### src/design/qdiv_pkg.sv
// Shared types and constants for the quantized int8 divide pipeline.
// Used by every module of the block but qdiv_div4; depends on nothing.
package qdiv_pkg;

  localparam int unsigned FRAC_BITS = 16;
  localparam int unsigned PROD_W    = 40;

  localparam logic [31:0]       MULT_RESET = 32'h0001_0000;
  localparam logic signed [7:0] SAT_MAX    = 8'sd127;
  localparam logic signed [7:0] SAT_MIN    = -8'sd128;

  // Register map, word index taken from paddr[3:2].
  typedef enum logic [1:0] {
    REG_DIVIDEND_ZERO = 2'd0,
    REG_DIVISOR_ZERO  = 2'd1,
    REG_RESULT_ZERO   = 2'd2,
    REG_RESCALE_MULT  = 2'd3
  } reg_idx_e;

  // Per-word flags that ride along the whole pipeline.
  typedef struct packed {
    logic neg;     // signs of the two operands differ
    logic dz;      // divisor minus its zero point is zero
    logic a_neg;   // dividend minus its zero point is negative
    logic last;
  } flags_t;

  typedef struct packed {
    logic [7:0] ma;
    logic [7:0] mb;
    flags_t     fl;
  } s1_t;

  typedef struct packed {
    logic [PROD_W-1:0] prod;
    logic [7:0]        mb;
    flags_t            fl;
  } s2_t;

  typedef struct packed {
    logic [7:0]  p;
    logic [3:0]  qhi;
    logic [3:0]  xlo;
    logic [15:0] nlo;
    logic [7:0]  mb;
    logic        ovf;
    flags_t      fl;
  } s3_t;

  typedef struct packed {
    logic [7:0]  q;
    logic [7:0]  rem;
    logic [15:0] nlo;
    logic [7:0]  mb;
    logic        ovf;
    flags_t      fl;
  } s4_t;

endpackage

### src/design/quantized_int8_divide.sv
// Quantized int8 elementwise divide, five register stages deep.
// A word moves through the stage 1 to stage 5 registers in order; stage 5 is the output register.
// Throughput: one word per cycle unless the output stalls; each stage advances whenever
// its successor is empty or moving, so bubbles are squeezed out while the output is stalled.
// Reset (rst_ni, async, active low) empties the pipeline and restores the registers.
// Depends on qdiv_pkg, qdiv_operand, qdiv_div4 and qdiv_round.
module quantized_int8_divide (
  input  logic        clk_i,
  input  logic        rst_ni,
  // APB-style configuration port
  input  logic        psel,
  input  logic        penable,
  input  logic        pwrite,
  input  logic [3:0]  paddr,
  input  logic [31:0] pwdata,
  output logic [31:0] prdata,
  output logic        pready,
  // Input word
  input  logic        in_valid_i,
  output logic        in_ready_o,
  input  logic [7:0]  dividend_q_i,
  input  logic [7:0]  divisor_q_i,
  input  logic        last_in_i,
  // Output word
  output logic        out_valid_o,
  input  logic        out_ready_i,
  output logic [7:0]  quotient_q_o,
  output logic        last_out_o
);
  import qdiv_pkg::*;

  // ---------------------------------------------------------------------------
  // Configuration registers. Write them only while the pipeline is idle; the block
  // itself does not enforce this, and the stages read these values directly.
  // ---------------------------------------------------------------------------
  logic [7:0]  dividend_zero_q;
  logic [7:0]  divisor_zero_q;
  logic [7:0]  result_zero_q;
  logic [31:0] rescale_mult_q;
  logic        cfg_we;
  reg_idx_e    cfg_idx;

  assign pready  = 1'b1;
  assign cfg_we  = psel && penable && pwrite && pready;
  assign cfg_idx = reg_idx_e'(paddr[3:2]);

  always_ff @(posedge clk_i or negedge rst_ni) begin
    if (!rst_ni) begin
      dividend_zero_q <= 8'd0;
      divisor_zero_q  <= 8'd0;
      result_zero_q   <= 8'd0;
      rescale_mult_q  <= MULT_RESET;
    end else if (cfg_we) begin
      case (cfg_idx)
        REG_DIVIDEND_ZERO: dividend_zero_q <= pwdata[7:0];
        REG_DIVISOR_ZERO:  divisor_zero_q  <= pwdata[7:0];
        REG_RESULT_ZERO:   result_zero_q   <= pwdata[7:0];
        REG_RESCALE_MULT:  rescale_mult_q  <= pwdata;
        default: ;
      endcase
    end
  end

  always_comb begin
    case (cfg_idx)
      REG_DIVIDEND_ZERO: prdata = {24'd0, dividend_zero_q};
      REG_DIVISOR_ZERO:  prdata = {24'd0, divisor_zero_q};
      REG_RESULT_ZERO:   prdata = {24'd0, result_zero_q};
      REG_RESCALE_MULT:  prdata = rescale_mult_q;
      default:           prdata = 32'd0;
    endcase
  end

  // ---------------------------------------------------------------------------
  // Stage flow control. Each stage loads when it is empty or when its
  // successor loads, so a stall at the output only stops the full stages.
  // ---------------------------------------------------------------------------
  logic v1_q, v2_q, v3_q, v4_q, v5_q;
  logic rdy1, rdy2, rdy3, rdy4, rdy5;

  assign rdy5 = !v5_q || out_ready_i;
  assign rdy4 = !v4_q || rdy5;
  assign rdy3 = !v3_q || rdy4;
  assign rdy2 = !v2_q || rdy3;
  assign rdy1 = !v1_q || rdy2;
  assign in_ready_o = rdy1;

  always_ff @(posedge clk_i or negedge rst_ni) begin
    if (!rst_ni) begin
      v1_q <= 1'b0;
      v2_q <= 1'b0;
      v3_q <= 1'b0;
      v4_q <= 1'b0;
      v5_q <= 1'b0;
    end else begin
      if (rdy1) v1_q <= in_valid_i;
      if (rdy2) v2_q <= v1_q;
      if (rdy3) v3_q <= v2_q;
      if (rdy4) v4_q <= v3_q;
      if (rdy5) v5_q <= v4_q;
    end
  end

  // ---------------------------------------------------------------------------
  // Stage 1: zero points removed, operands split into sign and magnitude.
  // ---------------------------------------------------------------------------
  s1_t s1_d, s1_q;

  qdiv_operand u_operand (
    .dividend_q_i    (dividend_q_i),
    .divisor_q_i     (divisor_q_i),
    .last_i          (last_in_i),
    .dividend_zero_i (dividend_zero_q),
    .divisor_zero_i  (divisor_zero_q),
    .s1_o            (s1_d)
  );

  always_ff @(posedge clk_i) begin
    if (rdy1) s1_q <= s1_d;
  end

  // ---------------------------------------------------------------------------
  // Stage 2: numerator |a| * multiplier, an 8 x 32 product below 2^40.
  // ---------------------------------------------------------------------------
  s2_t s2_d, s2_q;

  always_comb begin
    s2_d.prod = {32'd0, s1_q.ma} * {8'd0, rescale_mult_q};
    s2_d.mb   = s1_q.mb;
    s2_d.fl   = s1_q.fl;
  end

  always_ff @(posedge clk_i) begin
    if (rdy2) s2_q <= s2_d;
  end

  // ---------------------------------------------------------------------------
  // Stage 3: the quotient floor(prod / (|b| << 16)) equals floor(X / |b|) with
  // X = prod >> 16. When X >= |b| << 8 the quotient is at least 256 and
  // saturates; otherwise it fits in 8 bits and the top nibble is found here.
  // ---------------------------------------------------------------------------
  s3_t        s3_d, s3_q;
  logic [23:0] x_hi;
  logic [7:0]  p3;
  logic [3:0]  q3;

  assign x_hi = s2_q.prod[PROD_W-1:FRAC_BITS];

  qdiv_div4 u_div_hi (
    .p_i    (x_hi[15:8]),
    .bits_i (x_hi[7:4]),
    .mb_i   (s2_q.mb),
    .p_o    (p3),
    .q_o    (q3)
  );

  always_comb begin
    s3_d.p   = p3;
    s3_d.qhi = q3;
    s3_d.xlo = x_hi[3:0];
    s3_d.nlo = s2_q.prod[FRAC_BITS-1:0];
    s3_d.mb  = s2_q.mb;
    s3_d.ovf = (x_hi >= {8'd0, s2_q.mb, 8'd0});
    s3_d.fl  = s2_q.fl;
  end

  always_ff @(posedge clk_i) begin
    if (rdy3) s3_q <= s3_d;
  end

  // ---------------------------------------------------------------------------
  // Stage 4: low nibble of the quotient and the final partial remainder.
  // ---------------------------------------------------------------------------
  s4_t        s4_d, s4_q;
  logic [7:0] p4;
  logic [3:0] q4;

  qdiv_div4 u_div_lo (
    .p_i    (s3_q.p),
    .bits_i (s3_q.xlo),
    .mb_i   (s3_q.mb),
    .p_o    (p4),
    .q_o    (q4)
  );

  always_comb begin
    s4_d.q   = {s3_q.qhi, q4};
    s4_d.rem = p4;
    s4_d.nlo = s3_q.nlo;
    s4_d.mb  = s3_q.mb;
    s4_d.ovf = s3_q.ovf;
    s4_d.fl  = s3_q.fl;
  end

  always_ff @(posedge clk_i) begin
    if (rdy4) s4_q <= s4_d;
  end

  // ---------------------------------------------------------------------------
  // Stage 5: the remainder, extended by the 16 discarded numerator bits,
  // decides rounding; then sign, result zero point and saturation. This is
  // the output register, which holds its word while the consumer stalls.
  // ---------------------------------------------------------------------------
  logic [7:0] res_d, res_q;
  logic       last5_q;

  qdiv_round u_round (
    .s4_i          (s4_q),
    .result_zero_i (result_zero_q),
    .quotient_o    (res_d)
  );

  always_ff @(posedge clk_i) begin
    if (rdy5) begin
      res_q   <= res_d;
      last5_q <= s4_q.fl.last;
    end
  end

  assign out_valid_o  = v5_q;
  assign quotient_q_o = res_q;
  assign last_out_o   = last5_q;

  // ---------------------------------------------------------------------------
  // Checks on the pipeline's own logic.
  // ---------------------------------------------------------------------------
`ifndef ASSERT_OFF
  // With the output register empty, nothing can hold back the input.
  a_ready_when_drained: assert property (@(posedge clk_i) disable iff (!rst_ni)
    !out_valid_o |-> in_ready_o)
    else $error("input stalled while the output register is empty");

  // A zero divisor always leaves the block as a saturated value.
  a_zero_divisor_sat: assert property (@(posedge clk_i) disable iff (!rst_ni)
    (v4_q && rdy5 && s4_q.fl.dz) |=>
      (quotient_q_o == SAT_MAX || quotient_q_o == SAT_MIN))
    else $error("zero divisor produced an unsaturated quotient");

  // A quotient of 256 or more saturates whatever the result zero point.
  a_overflow_sat: assert property (@(posedge clk_i) disable iff (!rst_ni)
    (v4_q && rdy5 && s4_q.ovf) |=>
      (quotient_q_o == SAT_MAX || quotient_q_o == SAT_MIN))
    else $error("oversized quotient did not saturate");
`endif

endmodule

### src/design/qdiv_operand.sv
// Operand stage: removes zero points and splits each operand into sign and magnitude.
// Depends on qdiv_pkg.
module qdiv_operand (
  input  logic [7:0]   dividend_q_i,
  input  logic [7:0]   divisor_q_i,
  input  logic         last_i,
  input  logic [7:0]   dividend_zero_i,
  input  logic [7:0]   divisor_zero_i,
  output qdiv_pkg::s1_t s1_o
);
  import qdiv_pkg::*;

  logic [8:0] a;
  logic [8:0] b;
  logic [8:0] abs_a;
  logic [8:0] abs_b;

  always_comb begin
    a = {dividend_q_i[7], dividend_q_i} - {dividend_zero_i[7], dividend_zero_i};
    b = {divisor_q_i[7], divisor_q_i} - {divisor_zero_i[7], divisor_zero_i};
    abs_a = a[8] ? (9'd0 - a) : a;
    abs_b = b[8] ? (9'd0 - b) : b;
    s1_o.ma       = abs_a[7:0];
    s1_o.mb       = abs_b[7:0];
    s1_o.fl.neg   = a[8] ^ b[8];
    s1_o.fl.dz    = (b == 9'd0);
    s1_o.fl.a_neg = a[8];
    s1_o.fl.last  = last_i;
  end

endmodule

### src/design/qdiv_div4.sv
// Four restoring-division steps on an 8-bit partial remainder.
// Depends on nothing; instantiated twice by the top level.
module qdiv_div4 (
  input  logic [7:0] p_i,
  input  logic [3:0] bits_i,
  input  logic [7:0] mb_i,
  output logic [7:0] p_o,
  output logic [3:0] q_o
);

  logic [7:0] p;
  logic [8:0] trial;

  always_comb begin
    p     = p_i;
    trial = 9'd0;
    q_o   = 4'd0;
    for (int i = 3; i >= 0; i--) begin
      trial = {p, bits_i[i]};
      if (trial >= {1'b0, mb_i}) begin
        q_o[i] = 1'b1;
        p      = 8'(trial - {1'b0, mb_i});
      end else begin
        p      = trial[7:0];
      end
    end
    p_o = p;
  end

endmodule

### src/design/qdiv_round.sv
// Final stage: round half to even, apply sign, add the result zero point, saturate.
// Depends on qdiv_pkg.
module qdiv_round (
  input  qdiv_pkg::s4_t s4_i,
  input  logic [7:0]    result_zero_i,
  output logic [7:0]    quotient_o
);
  import qdiv_pkg::*;

  logic [8:0]         t;
  logic [8:0]         mb9;
  logic               low_nz;
  logic               gt;
  logic               tie;
  logic               inc;
  logic [8:0]         qr;
  logic signed [10:0] mag;
  logic signed [10:0] sq;
  logic signed [10:0] sum;

  always_comb begin
    t      = {s4_i.rem, s4_i.nlo[15]};
    mb9    = {1'b0, s4_i.mb};
    low_nz = |s4_i.nlo[14:0];
    gt     = (t > mb9) || ((t == mb9) && low_nz);
    tie    = (t == mb9) && !low_nz;
    inc    = gt || (tie && s4_i.q[0]);
    // Any quotient of 256 or more saturates regardless of the zero point.
    qr     = s4_i.ovf ? 9'd256 : ({1'b0, s4_i.q} + {8'd0, inc});
    mag    = signed'({2'b00, qr});
    sq     = s4_i.fl.neg ? -mag : mag;
    sum    = sq + signed'({{3{result_zero_i[7]}}, result_zero_i});

    if (s4_i.fl.dz) begin
      quotient_o = s4_i.fl.a_neg ? SAT_MIN : SAT_MAX;
    end else if (sum > 11'sd127) begin
      quotient_o = SAT_MAX;
    end else if (sum < -11'sd128) begin
      quotient_o = SAT_MIN;
    end else begin
      quotient_o = sum[7:0];
    end
  end

endmodule
### config.mk
export PLATFORM = sky130hd
export DESIGN_NAME = quantized_int8_divide
export DESIGN_NICKNAME = d
export VERILOG_FILES = /design/src/design/qdiv_pkg.sv /design/src/design/quantized_int8_divide.sv /design/src/design/qdiv_operand.sv /design/src/design/qdiv_div4.sv /design/src/design/qdiv_round.sv
export SDC_FILE = /design/constraint.sdc
export NUM_CORES = 1
export LEC_CHECK = 0
export BUFFER_PORTS_ARGS = -buffer_cell sky130_fd_sc_hd__buf_2
export CAP_MARGIN = 10
export CELL_PAD_IN_SITES_DETAIL_PLACEMENT = 0
export CELL_PAD_IN_SITES_GLOBAL_PLACEMENT = 1
export CORE_UTILIZATION = 25
export DETAILED_ROUTE_END_ITERATION = 12
export PLACE_DENSITY_LB_ADDON = 0.1
export SLEW_MARGIN = 20
export SYNTH_ARGS = -nofsm -noshare
export SYNTH_HDL_FRONTEND = slang
export SYNTH_SLANG_ARGS = --single-unit
### constraint.sdc
create_clock -name clk_i -period 9.16 [get_ports clk_i]
set_clock_uncertainty 0.1 [all_clocks]
set_input_delay 1.832 -clock clk_i [delete_from_list [all_inputs] [get_ports clk_i]]
set_output_delay 1.832 -clock clk_i [all_outputs]
set_load 0.02 [all_outputs]
Yosys cells after proc, flatten, opt, wreduce, memory -nomap -nowiden:

Index checks and enable logic that the tools add are counted.

* muxes and demuxes: 25
* add/sub/neg operators: 15
* $mul: 1
* bitwise operators: 1
* $lt $le $gt $ge: 12
* reductions and logical operators: 25
* eq/ne operators: 4

Operators by type and width (number)
* one-hot mux 32 bit (4 select lines): 1
* 2-to-1 mux 8 bit: 14
* greater-or-equal comparator 9 x 8 -> 1 bit: 8
* subtractor 8 bit: 8
* multiplier 8 x 32 -> 40 bit: 1
* greater-or-equal comparator 24 x 16 -> 1 bit: 1
* subtractor 8 x 8 -> 9 bit: 2
* subtractor 1 x 8 -> 8 bit (first input constant): 2
* OR reduction 15 bit: 1
* adder 11 x 8 -> 11 bit: 1
* > comparator 11 x 8 -> 1 bit (second input constant): 1
* less-than comparator 11 x 8 -> 1 bit (second input constant): 1
* 2-to-1 mux 11 bit: 1
* negator 9 -> 11 bit: 1
* adder 8 x 1 -> 9 bit: 1
* equality test 9 x 8 -> 1 bit: 1
* > comparator 9 x 8 -> 1 bit: 1
* zero test 9 bit: 1
* 2-to-1 mux 9 bit: 1
* 2-to-1 mux 1 bit: 8
* AND reduction 2 bit: 4
* logical OR 1 bit: 7
* zero test 1 bit: 6
* logical AND 1 bit: 5
* 4 further kinds: 5

* input bits: 60
* bits in registers: 232
* output and inout bits: 44

Depth between registers and ports, before layout:

* depth after elaboration: 14
* depth in mapped cells: 40
* gate-level depth less buffers: 39

Modules after synthesis:

A second synthesis with hierarchy kept.

* cell total of the unflattened synthesis: 2102
* area, all modules: 22043.6 sq um

Modules (own cells, without submodules)
* quantized_int8_divide: area each 16254.3 sq um, times used 1, seq. area each 6662.6 sq um, cells an instance 1354
* qdiv_div4: area each 1690.4 sq um, times used 2, seq. area each 0.0 sq um, cells an instance 211
* qdiv_round: area each 1346.3 sq um, times used 1, seq. area each 0.0 sq um, cells an instance 178
* qdiv_operand: area each 1062.3 sq um, times used 1, seq. area each 0.0 sq um, cells an instance 148

Least setup slack after synthesis:

No wires, ideal clock.

* path kind: register to register
* from: register s3_q[6] in the netlist's numbering
* to: register s4_q[36] in the netlist's numbering, data pin
* slack: 1.014 ns
* period minus slack after synthesis: 8.146 ns
* stages on the path, launching flop included: 40
* arrival: 7.786 ns
* cells stage by stage: edfxtp_1 > inv_1 > ha_1 > nor2b_1 > o21ai_2 > a21oi_1 > o41ai_2 > nand2_2 > o21ai_0 > inv_1 > ha_1 > nor2b_1 > o211ai_1 > nand3_1 > and3_1 > nor3_4 > inv_4 > mux2_2 > [4 not listed] > nand3_1 > a21oi_1 > nor2_1 > a211oi_2 > and2_4 > buf_6 > inv_2 > mux2i_1 > ha_1 > nor2b_1 > o21ai_0 > a21oi_1 > o31ai_1 > o21ai_0 > a21o_1 > a211oi_2 > a31oi_4 > a221o_1

* cells in the longest elaborated chain, start to end: 8
* elaborated cells on any way between the ends: 12
* those cells by class: add/sub (4); order compare (4); mux (4)

RTL lines
* start: declaration: RTL line quantized_int8_divide.sv:142 `s3_t s3_d, s3_q;`
* start signal: assignment: RTL line quantized_int8_divide.sv:168 `if (rdy3) s3_q <= s3_d;`
* subtractor 8 bit or greater-or-equal comparator 9 x 8 -> 1 bit (tied branches): RTL line qdiv_div4.sv:22, qdiv_div4.sv:20
* 2-to-1 mux 8 bit: RTL line qdiv_div4.sv:20 `if (trial >= {1'b0, mb_i}) begin`
* subtractor 8 bit or greater-or-equal comparator 9 x 8 -> 1 bit (tied branches): RTL line qdiv_div4.sv:22, qdiv_div4.sv:20
* 2-to-1 mux 8 bit: RTL line qdiv_div4.sv:20
* subtractor 8 bit or greater-or-equal comparator 9 x 8 -> 1 bit (tied branches): RTL line qdiv_div4.sv:22, qdiv_div4.sv:20
* 2-to-1 mux 8 bit: RTL line qdiv_div4.sv:20
* subtractor 8 bit or greater-or-equal comparator 9 x 8 -> 1 bit (tied branches): RTL line qdiv_div4.sv:22, qdiv_div4.sv:20
* 2-to-1 mux 8 bit *: RTL line qdiv_div4.sv:20
* via p4[7]: RTL line quantized_int8_divide.sv:175 `logic [7:0] p4;`
* end signal: assignment: RTL line quantized_int8_divide.sv:196 `if (rdy4) s4_q <= s4_d;`
* end: declaration: RTL line quantized_int8_divide.sv:174 `s4_t s4_d, s4_q;`

The timed path passes the listed nets; every way through them passes the cells marked *.
A chain may end at the register's enable or synchronous reset.

Worst setup path after layout:

* from: register s2_q[8] in the netlist's numbering
* to: register s3_q[39] in the netlist's numbering, data pin

* cells in the longest elaborated chain, start to end: 8
* elaborated cells on any way between the ends: 12
* those cells by class: add/sub (4); order compare (4); mux (4)

RTL lines
* start: declaration: RTL line quantized_int8_divide.sv:125 `s2_t s2_d, s2_q;`
* start signal: assignment: RTL line quantized_int8_divide.sv:134 `if (rdy2) s2_q <= s2_d;`
* subtractor 8 bit or greater-or-equal comparator 9 x 8 -> 1 bit (tied branches): RTL line qdiv_div4.sv:22, qdiv_div4.sv:20
* 2-to-1 mux 8 bit: RTL line qdiv_div4.sv:20
* subtractor 8 bit or greater-or-equal comparator 9 x 8 -> 1 bit (tied branches): RTL line qdiv_div4.sv:22, qdiv_div4.sv:20
* 2-to-1 mux 8 bit: RTL line qdiv_div4.sv:20
* greater-or-equal comparator 9 x 8 -> 1 bit or subtractor 8 bit (tied branches): RTL line qdiv_div4.sv:20, qdiv_div4.sv:22
* 2-to-1 mux 8 bit: RTL line qdiv_div4.sv:20
* subtractor 8 bit or greater-or-equal comparator 9 x 8 -> 1 bit (tied branches): RTL line qdiv_div4.sv:22, qdiv_div4.sv:20
* 2-to-1 mux 8 bit *: RTL line qdiv_div4.sv:20
* via p3[2]: RTL line quantized_int8_divide.sv:144 `logic [7:0] p3;`

Marks and branches as above.

==> results.cfg <==
[drt]
routedWlPerCell_um = 17.6
drc = 0
vias = 14984
antenna_left = 0
routed_wl_um = 59500
via_per_inst = 4.43
drt_first_pass_iters = 5
dr.first_iter.drc_count = 610

[die]
fp.dieW_um = 294
dieArea_um2 = 86700
core.rowCount = 106
die_h_um = 294
ios = 104
start_util = 0.254
core_um2 = 84100

[setup_path]
cpPeakStageDelay_ps = 420
r2r_slack_ps = 650
critPathArrivalTime_ps = 8740
criticalPathCategory = reg2reg
critPathBufInv = 5
timing.rr.start = s2_q[8]
crit_slowest_cell = edfxtp_1
critPathTopFamily = compound AO/OA/AOI/OAI gates
worst_setup_path_start_kind = flip-flop
endpoint = s3_q[39]
cp.depth = 36
critical_path_required_ps = 9390
critPathMaxFanout = 7
rr_worst_depth = 36
r2r_end = s3_q[39]
end_kind = flip-flop
crit_start = s2_q[8]
path_common_cell = a21oi_1

[synthesis]
yosys.cell_types.count = 85
synth_top_flop_cell = edfxtp_1
synthArstFlopShare = 0.263
netlist_instances = 2115
yosys.area_share.simple = 0.146
synth_fa_ha_area_frac = 0.279
yosysWarnings = 0
synth_nets = 2537
synth_seq_area_share = 0.312
synth-seq-cells = 232
netlist_area_um2 = 21400
synth-xor-area-share = 0.0475
synth-edff-count = 171
synth_top_family_by_area = adder cells
muxShareOfSynthArea = 0.0455
syn_avg_cell_area_um2 = 10.1
synth_compound_area_frac = 0.104

[timing]
hold_slack_ps = 290
rsz0062_at_grt = true
fin_crit_ps = 8510
relSlewSlack = 0.387
hold_viol = 0
setup_viol = 0
max_freq_ghz = 0.118
tightest_slew_ps = 919
fin_crit_sh = 0.929
tns_ps = 0
drv_slew = 0
setup_ws_ps = 650

[cells_and_area]
mostFrequentLayoutCells = inv_1 (285), nand2_1 (234), fa_1 (191)
layout.cells.most_common = inv_1
layout-drive-gt1-share = 0.138
fillCellCount = 8900
area_growth_pct = 14.2
nNetsFinal = 2647

[clocking]
cts.root.buffer_cell = clkbuf_16
cts_buffers = 28
post_cts_buffers = 0
cts_tree = built
clk_latency_ps = 600
clk_path_buf_depth = 3
htreeDepth = 1
cts.sinks = 232
path_clk_slew_ps = 60

[grt]
grt_start_max_net_pins = 62
grt_pass1_wl_um = 93800
grt_overflow = 0
track_usage = 0.140
antenna_found_initial = 0
grt_pass1_vias = 16418

[worst_hold_path]
hp-class = reg2reg
min_path_cells = 0

[placed_design]
gp_congestion = 0.813
pre_cts_ws_ps = 500
dp_hpwl_um = 47300
io_buffers = 100

[flow_run]
drv_cap = 0

[run_status]
status = complete, no violations
## area by class of cell
cell class | count | area [µm²] | share of cell area
inverter | 288 | 1080 | 0.0444
sequential | 232 | 6660 | 0.273
clock buffer | 34 | 723 | 0.0296
multi-input combinational | 1516 | 13300 | 0.546
clock inverter | 17 | 221 | 0.00908
antenna | 1 | 2.50 | 0.000103
tap | 1134 | 1420 | 0.0582
timing repair buffer | 159 | 968 | 0.0397
## cell usage after synthesis (all sizes together), types with 8 or more instances
master	instances	area, µm²
o211ai	11	82.6
nor3	23	126
or3	12	75.1
edfxtp	171	5130
dfrtp	60	1500
nand2	237	895
a211oi	13	108
nor4	13	81.3
o31ai	8	60.1
a31oi	10	83.8
and3	35	224
mux4	8	180
a21oi	88	444
xor2	26	228
o21bai	11	82.6
clkbuf	73	274
and2	119	747
a21o	40	300
xnor2	89	787
o21a	20	150
nand4	15	93.8
nand3	36	180
inv	288	1080
o21ai	74	378
mux2	65	732
nor2	80	300
ha	171	2140
fa	191	3820
nand2b	19	119
nor2b	26	163
## sequential cells by signal (all words and copies together) (netlist names)
register         flops
s1_q                20
v3_q                 1
rescale_mult_q      32
divisor_zero_q       8
out_valid_o          1
quotient_q_o         8
s3_q                45
v2_q                 1
v4_q                 1
v1_q                 1
s2_q                52
dividend_zero_q      8
result_zero_q        8
last_out_o           1
s4_q                45
## worst min-delay path by stage
| stage | from | to | slack (ps) |
|---|---|---|---|
| after global placement | s2_q[2] | s3_q[2] | 300 |
| after global routing | s3_q[24] | s4_q[24] | 280 |
| after CTS | s3_q[24] | s4_q[24] | 280 |
| after floorplan | s4_q[0] | last_out_o | 300 |
| final | s3_q[24] | s4_q[24] | 290 |
| after detailed placement | s2_q[0] | s3_q[0] | 300 |
## metrics by stage
| stage | instance area [µm²] | instances | util |
|---|---|---|---|
| after floorplan | 21400 | 2115 | - |
| after global placement | 23400 | 3328 | 0.279 |
| after detailed placement | 23400 | 3328 | 0.279 |
| after CTS | 24400 | 3379 | 0.290 |
| after global routing | 24400 | 3380 | 0.290 |
| final | 24400 | 3381 | 0.290 |
## routing by layer
layer,global-route usage,vias to the layer above,share of wire
met1,0.190,7407,0.49
met3,0.0148,47,0.027
li1,-,7365,-
met5,0,-,0
met2,0.238,165,0.47
met4,0.0274,0,0.015
## logic make-up (layout without fill, tap and decap cells)
| kind of cell | after synthesis | in the layout |
|---|---|---|
| compound gates | 329 | 329 |
| mux | 79 | 79 |
| buf+inv | 367 | 498 |
| xor+xnor | 115 | 115 |
| flops | 232 | 232 |
| other cells | 1 | 2 |
| fa+ha+maj | 362 | 362 |
| simple gates | 630 | 630 |
## what timing repair did
action / CTS / global route
hold buffers: 0 / 0
setup endpoints to repair: 0 / 9
gates resized for setup: 0 / 2
Power is not shown: default switching activity piles up to over one toggle a cycle in this logic, so the estimate is an artifact.
